## src/rtl/core/pbri_pkg.sv

```systemverilog
// Package with types, constants and helpers of the priority buffer insert unit.
package pbri_pkg;

    localparam int SLOTS = 16;
    localparam int PRI_BITS = 8;
    localparam int ID_BITS = 32;
    localparam int SLOT_BITS = $clog2(SLOTS);
    localparam int COUNT_BITS = $clog2(SLOTS + 1);

    localparam logic FUNC_INSERT = 1'b0;
    localparam logic FUNC_DISPATCH = 1'b1;

    localparam logic [1:0] STATUS_PLACED = 2'd0;
    localparam logic [1:0] STATUS_DISPLACED = 2'd1;
    localparam logic [1:0] STATUS_DISPATCHED = 2'd2;
    localparam logic [1:0] STATUS_EMPTY = 2'd3;

    typedef struct packed {
        logic                func;
        logic [PRI_BITS-1:0] new_priority;
        logic [ID_BITS-1:0]  new_id;
    } req_t;

    typedef struct packed {
        logic [1:0]            status;
        logic [PRI_BITS-1:0]   item_priority;
        logic [ID_BITS-1:0]    item_id;
        logic [SLOT_BITS-1:0]  slot_index;
        logic [COUNT_BITS-1:0] occupancy;
    } rsp_t;

    typedef struct packed {
        logic [PRI_BITS-1:0] pri;
        logic [ID_BITS-1:0]  id;
    } entry_t;

    typedef struct packed {
        logic                 we;
        logic [SLOT_BITS-1:0] addr;
        entry_t               wdata;
    } ram_req_t;

    function automatic logic [SLOT_BITS-1:0] slot_add(
        input logic [SLOT_BITS-1:0] a,
        input logic [SLOT_BITS-1:0] b
    );
        logic [SLOT_BITS:0] sum;
        sum = {1'b0, a} + {1'b0, b};
        if (sum >= (SLOT_BITS + 1)'(SLOTS))
        begin
            sum = sum - (SLOT_BITS + 1)'(SLOTS);
        end
        return sum[SLOT_BITS-1:0];
    endfunction

endpackage

```

## src/rtl/core/pbri_entry_ram.sv

```systemverilog
// Single-port synchronous RAM with registered read data.
module pbri_entry_ram #(
    parameter int DEPTH = 16,
    parameter int WIDTH = 40,
    parameter int ADDR_BITS = $clog2(DEPTH)
) (
    input  logic                 clk,
    input  logic                 we,
    input  logic [ADDR_BITS-1:0] addr,
    input  logic [WIDTH-1:0]     wdata,
    output logic [WIDTH-1:0]     rdata
);

    logic [WIDTH-1:0] mem [DEPTH];

    always_ff @(posedge clk)
    begin
        if (we)
        begin
            mem[addr] <= wdata;
        end
        else
        begin
            rdata <= mem[addr];
        end
    end

endmodule

```

## src/rtl/core/pbri_ctrl.sv

```systemverilog
// Sequencer that searches, scans and updates the slot buffer through the entry RAM.
module pbri_ctrl
    import pbri_pkg::*;
(
    input  logic     clk,
    input  logic     rst_n,
    input  logic     req_valid,
    output logic     req_stall,
    input  req_t     req_data,
    output logic     res_valid,
    input  logic     res_stall,
    output rsp_t     res_data,
    output ram_req_t ram_req,
    input  entry_t   ram_rdata
);

    localparam logic [2:0] S_IDLE = 3'd0;
    localparam logic [2:0] S_INS = 3'd1;
    localparam logic [2:0] S_DISP = 3'd2;
    localparam logic [2:0] S_SCAN = 3'd3;
    localparam logic [2:0] S_PUSH = 3'd4;

    logic [2:0]            state_reg, state_next;
    req_t                  req_reg, req_next;
    logic [SLOTS-1:0]      valid_reg, valid_next;
    logic [COUNT_BITS-1:0] count_reg, count_next;
    logic [SLOT_BITS-1:0]  ptr_reg, ptr_next;
    logic [SLOT_BITS:0]    issue_reg, issue_next;
    logic                  pend_reg, pend_next;
    logic [SLOT_BITS-1:0]  cmp_idx_reg, cmp_idx_next;
    logic                  have_reg, have_next;
    entry_t                best_reg, best_next;
    logic [SLOT_BITS-1:0]  best_idx_reg, best_idx_next;
    rsp_t                  res_reg, res_next;
    logic                  out_valid_reg, out_valid_next;
    rsp_t                  out_reg, out_next;

    logic [SLOTS-1:0]      free_rot;
    logic                  free_found;
    logic [SLOT_BITS-1:0]  free_off;
    logic [SLOT_BITS-1:0]  free_slot;
    entry_t                new_entry;

    assign req_stall = (state_reg != S_IDLE);
    assign res_valid = out_valid_reg;
    assign res_data = out_reg;
    assign new_entry = '{pri: req_reg.new_priority, id: req_reg.new_id};

    always_comb
    begin
        for (int k = 0; k < SLOTS; k++)
        begin
            free_rot[k] = ~valid_reg[slot_add(ptr_reg, SLOT_BITS'(k))];
        end
        free_found = 1'b0;
        free_off = '0;
        for (int k = SLOTS - 1; k >= 0; k--)
        begin
            if (free_rot[k])
            begin
                free_found = 1'b1;
                free_off = SLOT_BITS'(k);
            end
        end
        free_slot = slot_add(ptr_reg, free_off);
    end

    always_comb
    begin
        state_next = state_reg;
        req_next = req_reg;
        valid_next = valid_reg;
        count_next = count_reg;
        ptr_next = ptr_reg;
        issue_next = issue_reg;
        pend_next = pend_reg;
        cmp_idx_next = cmp_idx_reg;
        have_next = have_reg;
        best_next = best_reg;
        best_idx_next = best_idx_reg;
        res_next = res_reg;
        out_valid_next = out_valid_reg;
        out_next = out_reg;
        ram_req = '{we: 1'b0, addr: ptr_reg, wdata: new_entry};

        if (out_valid_reg && !res_stall)
        begin
            out_valid_next = 1'b0;
        end

        case (state_reg)
            S_IDLE:
            begin
                if (req_valid)
                begin
                    req_next = req_data;
                    if (req_data.func == FUNC_INSERT)
                    begin
                        state_next = S_INS;
                    end
                    else if (count_reg == '0)
                    begin
                        res_next = '{status: STATUS_EMPTY, item_priority: '0, item_id: '0,
                                     slot_index: '0, occupancy: count_reg};
                        state_next = S_PUSH;
                    end
                    else
                    begin
                        issue_next = '0;
                        pend_next = 1'b0;
                        have_next = 1'b0;
                        state_next = S_SCAN;
                    end
                end
            end
            S_INS:
            begin
                if (free_found)
                begin
                    ram_req = '{we: 1'b1, addr: free_slot, wdata: new_entry};
                    valid_next[free_slot] = 1'b1;
                    count_next = count_reg + COUNT_BITS'(1);
                    ptr_next = slot_add(free_slot, SLOT_BITS'(1));
                    res_next = '{status: STATUS_PLACED, item_priority: '0, item_id: '0,
                                 slot_index: free_slot,
                                 occupancy: count_reg + COUNT_BITS'(1)};
                    state_next = S_PUSH;
                end
                else
                begin
                    state_next = S_DISP;
                end
            end
            S_DISP:
            begin
                ram_req = '{we: 1'b1, addr: ptr_reg, wdata: new_entry};
                ptr_next = slot_add(ptr_reg, SLOT_BITS'(1));
                res_next = '{status: STATUS_DISPLACED, item_priority: ram_rdata.pri,
                             item_id: ram_rdata.id, slot_index: ptr_reg,
                             occupancy: count_reg};
                state_next = S_PUSH;
            end
            S_SCAN:
            begin
                if (issue_reg < (SLOT_BITS + 1)'(SLOTS))
                begin
                    ram_req.addr = issue_reg[SLOT_BITS-1:0];
                    issue_next = issue_reg + (SLOT_BITS + 1)'(1);
                    pend_next = 1'b1;
                    cmp_idx_next = issue_reg[SLOT_BITS-1:0];
                end
                else
                begin
                    pend_next = 1'b0;
                end
                if (pend_reg && valid_reg[cmp_idx_reg])
                begin
                    if (!have_reg || ram_rdata.pri < best_reg.pri ||
                        (ram_rdata.pri == best_reg.pri && ram_rdata.id < best_reg.id))
                    begin
                        have_next = 1'b1;
                        best_next = ram_rdata;
                        best_idx_next = cmp_idx_reg;
                    end
                end
                if (issue_reg == (SLOT_BITS + 1)'(SLOTS) && !pend_reg)
                begin
                    valid_next[best_idx_reg] = 1'b0;
                    count_next = count_reg - COUNT_BITS'(1);
                    res_next = '{status: STATUS_DISPATCHED, item_priority: best_reg.pri,
                                 item_id: best_reg.id, slot_index: best_idx_reg,
                                 occupancy: count_reg - COUNT_BITS'(1)};
                    state_next = S_PUSH;
                end
            end
            S_PUSH:
            begin
                if (!out_valid_reg || !res_stall)
                begin
                    out_next = res_reg;
                    out_valid_next = 1'b1;
                    state_next = S_IDLE;
                end
            end
            default:
            begin
                state_next = S_IDLE;
            end
        endcase
    end

    always_ff @(posedge clk or negedge rst_n)
    begin
        if (!rst_n)
        begin
            state_reg <= S_IDLE;
            valid_reg <= '0;
            count_reg <= '0;
            ptr_reg <= '0;
            issue_reg <= '0;
            pend_reg <= 1'b0;
            have_reg <= 1'b0;
            out_valid_reg <= 1'b0;
        end
        else
        begin
            state_reg <= state_next;
            valid_reg <= valid_next;
            count_reg <= count_next;
            ptr_reg <= ptr_next;
            issue_reg <= issue_next;
            pend_reg <= pend_next;
            have_reg <= have_next;
            out_valid_reg <= out_valid_next;
        end
    end

    always_ff @(posedge clk)
    begin
        req_reg <= req_next;
        cmp_idx_reg <= cmp_idx_next;
        best_reg <= best_next;
        best_idx_reg <= best_idx_next;
        res_reg <= res_next;
        out_reg <= out_next;
    end

    a_count_matches_valid: assert property (@(posedge clk) disable iff (!rst_n)
        count_reg == COUNT_BITS'($countones(valid_reg)))
        else $error("Occupancy count disagrees with the valid bits.");

    a_write_only_on_insert: assert property (@(posedge clk) disable iff (!rst_n)
        ram_req.we |-> (state_reg == S_INS || state_reg == S_DISP))
        else $error("Entry RAM written outside an insert.");

    a_displace_after_full: assert property (@(posedge clk) disable iff (!rst_n)
        (state_reg == S_DISP) |-> ($past(state_reg) == S_INS &&
                                   count_reg == COUNT_BITS'(SLOTS)))
        else $error("Displacement entered while a slot was free.");

    a_dispatch_has_winner: assert property (@(posedge clk) disable iff (!rst_n)
        (state_reg == S_SCAN && state_next == S_PUSH) |-> (have_reg && valid_reg[best_idx_reg]))
        else $error("Dispatch finished without a valid winning entry.");

endmodule

```

## src/rtl/core/priority_buffer_ring_insert_unit.sv

```systemverilog
// Top level of the priority buffer insert unit: sequencer and entry RAM.
// An insert into a free slot writes the new entry straight into that slot.
// An insert into a full buffer reads the displaced entry first, then writes the new entry in its place.
// A dispatch scans the entry RAM one slot a cycle through its single port.
// A dispatch on an empty buffer answers with the empty status without a scan; one request is handled at a time.
// Reset clears the valid bits, the occupancy count and the next-slot pointer; the RAM is not cleared.
module priority_buffer_ring_insert_unit
    import pbri_pkg::*;
(
    input  logic clk,
    input  logic rst_n,
    input  logic req_valid,
    output logic req_stall,
    input  req_t req_data,
    output logic res_valid,
    input  logic res_stall,
    output rsp_t res_data
);

    ram_req_t ram_req;
    entry_t   ram_rdata;

    pbri_ctrl u_ctrl (
        .clk       (clk),
        .rst_n     (rst_n),
        .req_valid (req_valid),
        .req_stall (req_stall),
        .req_data  (req_data),
        .res_valid (res_valid),
        .res_stall (res_stall),
        .res_data  (res_data),
        .ram_req   (ram_req),
        .ram_rdata (ram_rdata)
    );

    pbri_entry_ram #(
        .DEPTH (SLOTS),
        .WIDTH ($bits(entry_t))
    ) u_entry_ram (
        .clk   (clk),
        .we    (ram_req.we),
        .addr  (ram_req.addr),
        .wdata (ram_req.wdata),
        .rdata (ram_rdata)
    );

endmodule
```

## config.mk

```make
export PLATFORM = sky130hd
export DESIGN_NAME = priority_buffer_ring_insert_unit
export DESIGN_NICKNAME = d
export VERILOG_FILES = /design/src/rtl/core/pbri_pkg.sv /design/src/rtl/core/pbri_entry_ram.sv /design/src/rtl/core/pbri_ctrl.sv /design/src/rtl/core/priority_buffer_ring_insert_unit.sv
export SDC_FILE = /design/constraint.sdc
export NUM_CORES = 1
export LEC_CHECK = 0
export BUFFER_PORTS_ARGS = -buffer_cell sky130_fd_sc_hd__buf_2
export CAP_MARGIN = 20
export CORE_ASPECT_RATIO = 0.6
export CORE_MARGIN = 4
export CORE_UTILIZATION = 45
export DETAILED_ROUTE_END_ITERATION = 7
export GPL_TIMING_DRIVEN = 0
export RECOVER_POWER = 100
export SLEW_MARGIN = 40
export SYNTH_ARGS = -nofsm -noshare
export SYNTH_HDL_FRONTEND = slang
export SYNTH_SLANG_ARGS = --single-unit
```

## constraint.sdc

```tcl
create_clock -name clk -period 11.16 [get_ports clk]
set_input_delay 1.116 -clock clk [delete_from_list [all_inputs] [get_ports clk]]
set_output_delay 1.116 -clock clk [all_outputs]
set_load 0.05 [all_outputs]
```

**Word level (Yosys, flattened, before mapping)**

Memories as Yosys holds them, arrays and structs flattened. A register that Yosys moved wholly into a read port is not among the register bits.
Index checks and enable logic that the tools add are counted.

- Order comparisons: 42
- Bitwise logic cells: 3
- Add/subtract/negate cells: 38
- Equality and inequality tests: 16
- Muxes and demuxes: 132
- Reductions and logical operators: 32

Operator list:

| operator | number |
|---|---|
| 2-to-1 mux 51 bit | 5 |
| case mux 51 bit (4 select lines) | 1 |
| 2-to-1 mux 4 bit | 36 |
| < comparator 4 x 5 -> 1 bit (second input constant) | 19 |
| greater-or-equal comparator 5 bit (second input constant) | 17 |
| subtractor 4 x 1 -> 4 bit (second input constant) | 18 |
| binary-select mux 1 bit (select 4 bit) | 17 |
| 2-to-1 mux 1 bit | 46 |
| 2-to-1 mux 45 bit | 1 |
| adder 4 x 4 -> 5 bit (second input constant) | 8 |
| 2-to-1 mux 40 bit | 1 |
| < comparator 32 bit | 1 |
| 2-to-1 mux 16 bit | 2 |
| case mux 16 bit (2 select lines) | 1 |
| 2-to-1 mux 5 bit | 6 |
| adder 4 x 3 -> 5 bit (second input constant) | 4 |
| case mux 5 bit (2 select lines) | 2 |
| 2-to-1 mux 3 bit | 6 |
| AND 16 bit | 1 |
| inverter 16 bit | 1 |
| OR 16 bit | 1 |
| case mux 4 bit (2 select lines) | 2 |
| case mux 3 bit (5 select lines) | 1 |
| inequality test 2 x 1 -> 1 bit (second input constant) | 7 |
| 30 further kinds | 59 |

- Memories: 1
- Memory bits (writable): 640
- Bits in registers: 226

Memory list:

| memory | depth | bits a word | read ports | clocked after memory_dff | write ports | line | RTL |
|---|---|---|---|---|---|---|---|
| u_entry_ram.mem | 16 | 40 | 1 | 1 | 1 | pbri_entry_ram.sv:14 | `logic [WIDTH-1:0] mem [DEPTH];` |

**Longest topological paths before layout**

- Word-level depth: 31
- Gate-level depth with buffers: 29

**Modules after synthesis**

Synthesis repeated with hierarchy kept, for this count alone.

- Cells, all modules: 1,837
- Area, all modules: 36,082.1 µm²

By module, submodules not included:

| module | times used | seq. area each (µm²) | cells each | area an instance (µm²) |
|---|---|---|---|---|
| pbri_entry_ram | 1 | 20,419.6 | 1,043 | 25,209.2 |
| pbri_ctrl | 1 | 6,606.3 | 794 | 10,872.9 |

**Worst setup path before layout**

OpenSTA, ideal clock, no wires.

- Path type: register to register
- Start: register u_ctrl.ptr_reg[0]
- End: register u_ctrl.res_reg[0] in the netlist's numbering, enable pin
- Required time: 10,572 ps
- Buffers on the path: 4
- Period minus slack after synthesis: 8,527 ps
- Cell stages (with the launch flop): 15
- Arrival time: 7,939 ps
- Path slack: 2,633 ps
- Path through: dfrtp_1 buf_6 buf_8 buf_6 inv_1 ha_1 buf_2 mux4_2 mux2_2 mux2i_1 and4bb_1 and2_1 nand3_1 nor2_1 nor4_1

- Longest elaborated chain between the ends: 23
- Elaborated cells between the ends (all ways): 113
- Classes of those cells: add/sub (31); order compare (16); eq/ne (1); mux (64); reduce/logical (1)

RTL lines:

| what | line | RTL |
|---|---|---|
| start: declaration | pbri_ctrl.sv:27 | `logic [SLOT_BITS-1:0] ptr_reg, ptr_next;` |
| start signal: assignment | pbri_ctrl.sv:210 | `ptr_reg <= ptr_next;` |
| adder 4 x 4 -> 5 bit | pbri_pkg.sv:48 | `sum = {1'b0, a} + {1'b0, b};` |
| subtractor 4 x 1 -> 4 bit / greater-or-equal comparator 5 bit (equally long branches) | pbri_pkg.sv:51, pbri_pkg.sv:49 |  |
| 2-to-1 mux 4 bit | pbri_pkg.sv:49 | `if (sum >= (SLOT_BITS + 1)'(SLOTS))` |
| binary-select mux 1 bit (select 4 bit) | pbri_ctrl.sv:53 | `free_rot[k] = ~valid_reg[slot_add(ptr_reg, SLOT_BITS'(k))];` |
| 2-to-1 mux 1 bit (not written as such) | pbri_ctrl.sv:53 |  |
| 2-to-1 mux 1 bit (15 in a row) | pbri_ctrl.sv:59 | `if (free_rot[k])` |
| 2-to-1 mux 1 bit (*) | pbri_ctrl.sv:59 |  |
| inequality test 2 x 1 -> 1 bit (no line) (*) | - |  |
| AND reduction 6 bit (no line) (*) | - |  |
| end signal: assignment | pbri_ctrl.sv:224 | `res_reg <= res_next;` |
| end: declaration | pbri_ctrl.sv:34 | `rsp_t res_reg, res_next;` |

Every way passes the cells marked *; elsewhere a longest branch is shown, timed or not. The select of a mux whose other input is x is not followed.
A chain may end at the register's enable or synchronous reset.

**Worst setup path after layout**

- Start: register u_ctrl.ptr_reg[1]
- End: memory u_entry_ram.mem[2][14], enable pin

- Longest elaborated chain between the ends: 26
- Elaborated cells between the ends (all ways): 137
- Classes of those cells: add/sub (33); order compare (17); mux (87)

RTL lines:

| what | line | RTL |
|---|---|---|
| adder 4 x 4 -> 5 bit | pbri_pkg.sv:48 |  |
| subtractor 4 x 1 -> 4 bit / greater-or-equal comparator 5 bit (equally long branches) | pbri_pkg.sv:51, pbri_pkg.sv:49 |  |
| 2-to-1 mux 4 bit | pbri_pkg.sv:49 |  |
| binary-select mux 1 bit (select 4 bit) | pbri_ctrl.sv:53 |  |
| 2-to-1 mux 1 bit (not written as such) | pbri_ctrl.sv:53 |  |
| 2-to-1 mux 4 bit (16 in a row) | pbri_ctrl.sv:59 |  |
| adder 4 x 4 -> 5 bit | pbri_pkg.sv:48 |  |
| subtractor 4 x 1 -> 4 bit / greater-or-equal comparator 5 bit (equally long branches) | pbri_pkg.sv:51, pbri_pkg.sv:49 |  |
| 2-to-1 mux 4 bit | pbri_pkg.sv:49 |  |
| 2-to-1 mux 45 bit | pbri_ctrl.sv:118 | `if (free_found)` |
| case mux 4 bit (2 select lines) | pbri_ctrl.sv:91 | `case (state_reg)` |
| end: declaration | pbri_entry_ram.sv:14 |  |

Several ways; a longest one is shown, not always the timed one. The select of a mux whose other input is x is not followed.

==> qor.yml <==
status: "finished with violations"
failed_checks: "capacitance limit, slew limit"
path_clk_slew_ns: 0.07
cts_num_sinks: 906
relSlewSlack: -0.6373
synth_seq_area_share: 0.7312
drt_wl_total_um: 98620
grt_max_degree: 37
cts.path.max_buffers: 3
grt_pass1_wl_um: 143300
reg2reg_from: "u_ctrl.ptr_reg[1]"
core_um2: 81480
drtAntennaViolNets: 0
postCtsSetupRepairBufs: 0
peakVddDrop_v: 0.0002175
clock_skew_ns: 0.04398
synth_area_um2: 36960
drtPass1Iterations: 8
diodes: 0
yosys_warnings: 0
critPathCaptureType: "flip-flop"
post-route-period-util: 0.8568
htree_levels: 3
r2r_cells: 19
first_global_vias: 21857
cp.required_ns: 11.42
arrival_ns: 9.82
critical_path_class: "reg2reg"
ioPinCount: 98
synthCells: 2595
largest_reg_flops: 640
cellPowerDensity_nw_per_um2: 329.4
initial_core_util: 0.4536
synth-seq-cells: 906
grt-ovfl-total: 0
io_buffers: 97
syn2layout_area_growth_pct: 14.53
p_leak_uw: 0.01491
ys.flop_type: "edfxtp_1"
cts_made_buffers: 79
finalHoldViolations: 0
fillers: 6701
r2r_slack_ns: 1.60
cts_resized: 0
hp-class: "reg2reg"
dieHeight_um: 230.0
ys_types: 63
cts_tree: "yes"
final_common_cell: "edfxtp_1"
startpoint_type: "flip-flop"
slew_violations: 105
async_flop_share: 0.03974
hold_path_depth: 0
grt_use_total: 0.2250
fin_crit_ns: 9.562
avgSynthCellArea_um2: 14.24
final_nets: 2942
drive_above_1_share: 0.1113
whs_endpoint: "u_ctrl.res_data[41]"
mostFrequentLayoutCells: "edfxtp_1 (870), nand2_1 (516), nand3_1 (178)"
preCtsSetupSlack_ns: 2.733
finalWorstSetupSlack_ns: 1.598
dr_total_vias: 23039
maxCapViolCount: 4
drt_iter0_markers: 3074
viasPerCell: 5.787
drc: 0
routabilityCongestion: 0.8833
min_from: "u_ctrl.res_reg[41]"
rsz0062_at_grt: "false"
finalPower_uw: 13940
rows: 81
synthesis.nets: 2699
synth_enable_flop_cells: 870
regToRegEndpoint: "u_entry_ram.mem[2][14]"
critical_path_peak_fanout: 12
antenna_found_initial: 0
clk-insertion-delay-late_ns: 0.67
cts_root_buf: "clkbuf_16"
wl_per_cell_um: 24.77
setup_viol: 0
hpwl_um: 70820
die_area_um2: 86930
hold_buffers: 0
fp.dieW_um: 378.0
fmax_mhz: 104.6
tightest_slew_ns: 2.455
==> worst max-delay path by stage <==
stage,startpoint,to,cells after the start
final,u_ctrl.ptr_reg[1],u_entry_ram.mem[2][14],19
after global routing,u_ctrl.ptr_reg[1],u_entry_ram.mem[5][15],24
after CTS,u_ctrl.ptr_reg[1],u_entry_ram.mem[5][13],24
after detailed placement,u_ctrl.ptr_reg[1],u_entry_ram.mem[5][13],24
after global placement,u_ctrl.ptr_reg[1],u_ctrl.state_reg[2],13
after floorplan,u_ctrl.ptr_reg[0],u_ctrl.res_reg[0],14
==> worst max-delay path: stages (launching register included) <==
cell      delay, ns
dfrtp_1        0.56
clkbuf_1       0.60
inv_1          0.44
ha_1           0.40
clkbuf_1       0.54
mux4_2         0.39
mux2i_1        0.10
mux2_1         0.41
a211o_1        0.26
a311o_1        0.35
nand3_1        0.10
nand3_1        0.09
a311oi_1       0.80
fa_1           0.52
a221o_1        0.37
clkbuf_1       0.65
clkbuf_1       0.63
nand3_1        0.41
nor2_1         0.57
clkbuf_1       0.93
==> cells by family after synthesis <==
family                     share of synthesized area
AOI/OAI and AO/OA                            0.05548
xor gates and xnor gates                    0.005687
adders and majority gates                    0.02018
buffers and inverters                        0.02302
DFF                                           0.7312
muxes                                        0.04716
and+or+nand+nor                               0.1173
==> routing by layer <==
layer	routed length, um	up-vias	GRT usage
met5	0	-	0
met4	2123	0	0.05404
met3	11590	133	0.06030
met2	39350	1262	0.3012
met1	45560	11531	0.3613
li1	-	10113	-
==> power by group <==
| group | leakage (uW) | switching [uW] | internal, uW |
|---|---|---|---|
| clock network | 0.00131 | 1220 | 1640 |
| registers | 0.00839 | 397 | 4680 |
| logic | 0.00520 | 4210 | 1790 |
| total | 0.0149 | 5830 | 8110 |
==> through the flow <==
step | instances | hold slack (ns) | setup TNS [ns] | utilization | area [um^2]
floorplan | 2595 | 0.4003 | 0 | - | 36960
global placement | 3771 | 0.4003 | -41.52 | 0.4761 | 38800
detailed placement | 3836 | 0.4045 | 0 | 0.4929 | 40160
CTS | 3981 | 0.4102 | 0 | 0.5259 | 42850
global route | 3981 | 0.4212 | 0 | 0.5195 | 42330
finish | 3981 | 0.4166 | 0 | 0.5195 | 42330
==> area by class of cell <==
| cell class | count | area [um^2] | share of cell area |
|---|---|---|---|
| inverter | 52 | 196.4 | 0.004641 |
| buffer | 134 | 644.4 | 0.01522 |
| clock inverter | 45 | 516.7 | 0.01221 |
| tap | 1079 | 1350 | 0.03189 |
| sequential | 906 | 27030 | 0.6385 |
| multi-input combinational | 1503 | 8977 | 0.2121 |
| timing repair buffer | 162 | 1448 | 0.03420 |
| clock buffer | 100 | 2171 | 0.05128 |
==> Yosys cell counts, types with 30 or more instances <==
cell type,instances,area (um^2)
a21oi_1,106,530.5
a22o_1,43,376.6
buf_2,53,265.3
clkbuf_1,55,206.5
dfrtp_1,36,900.9
edfxtp_1,870,26130
ha_1,58,725.7
inv_1,51,191.4
mux2i_1,92,920.9
mux4_2,31,698.2
nand2_1,516,1937
nand3_1,178,890.9
nor2_1,156,585.6
nor4_2,30,375.4
o21ai_0,82,410.4
o22ai_1,41,256.5
Note: power is estimated with default switching activity, not from simulation.
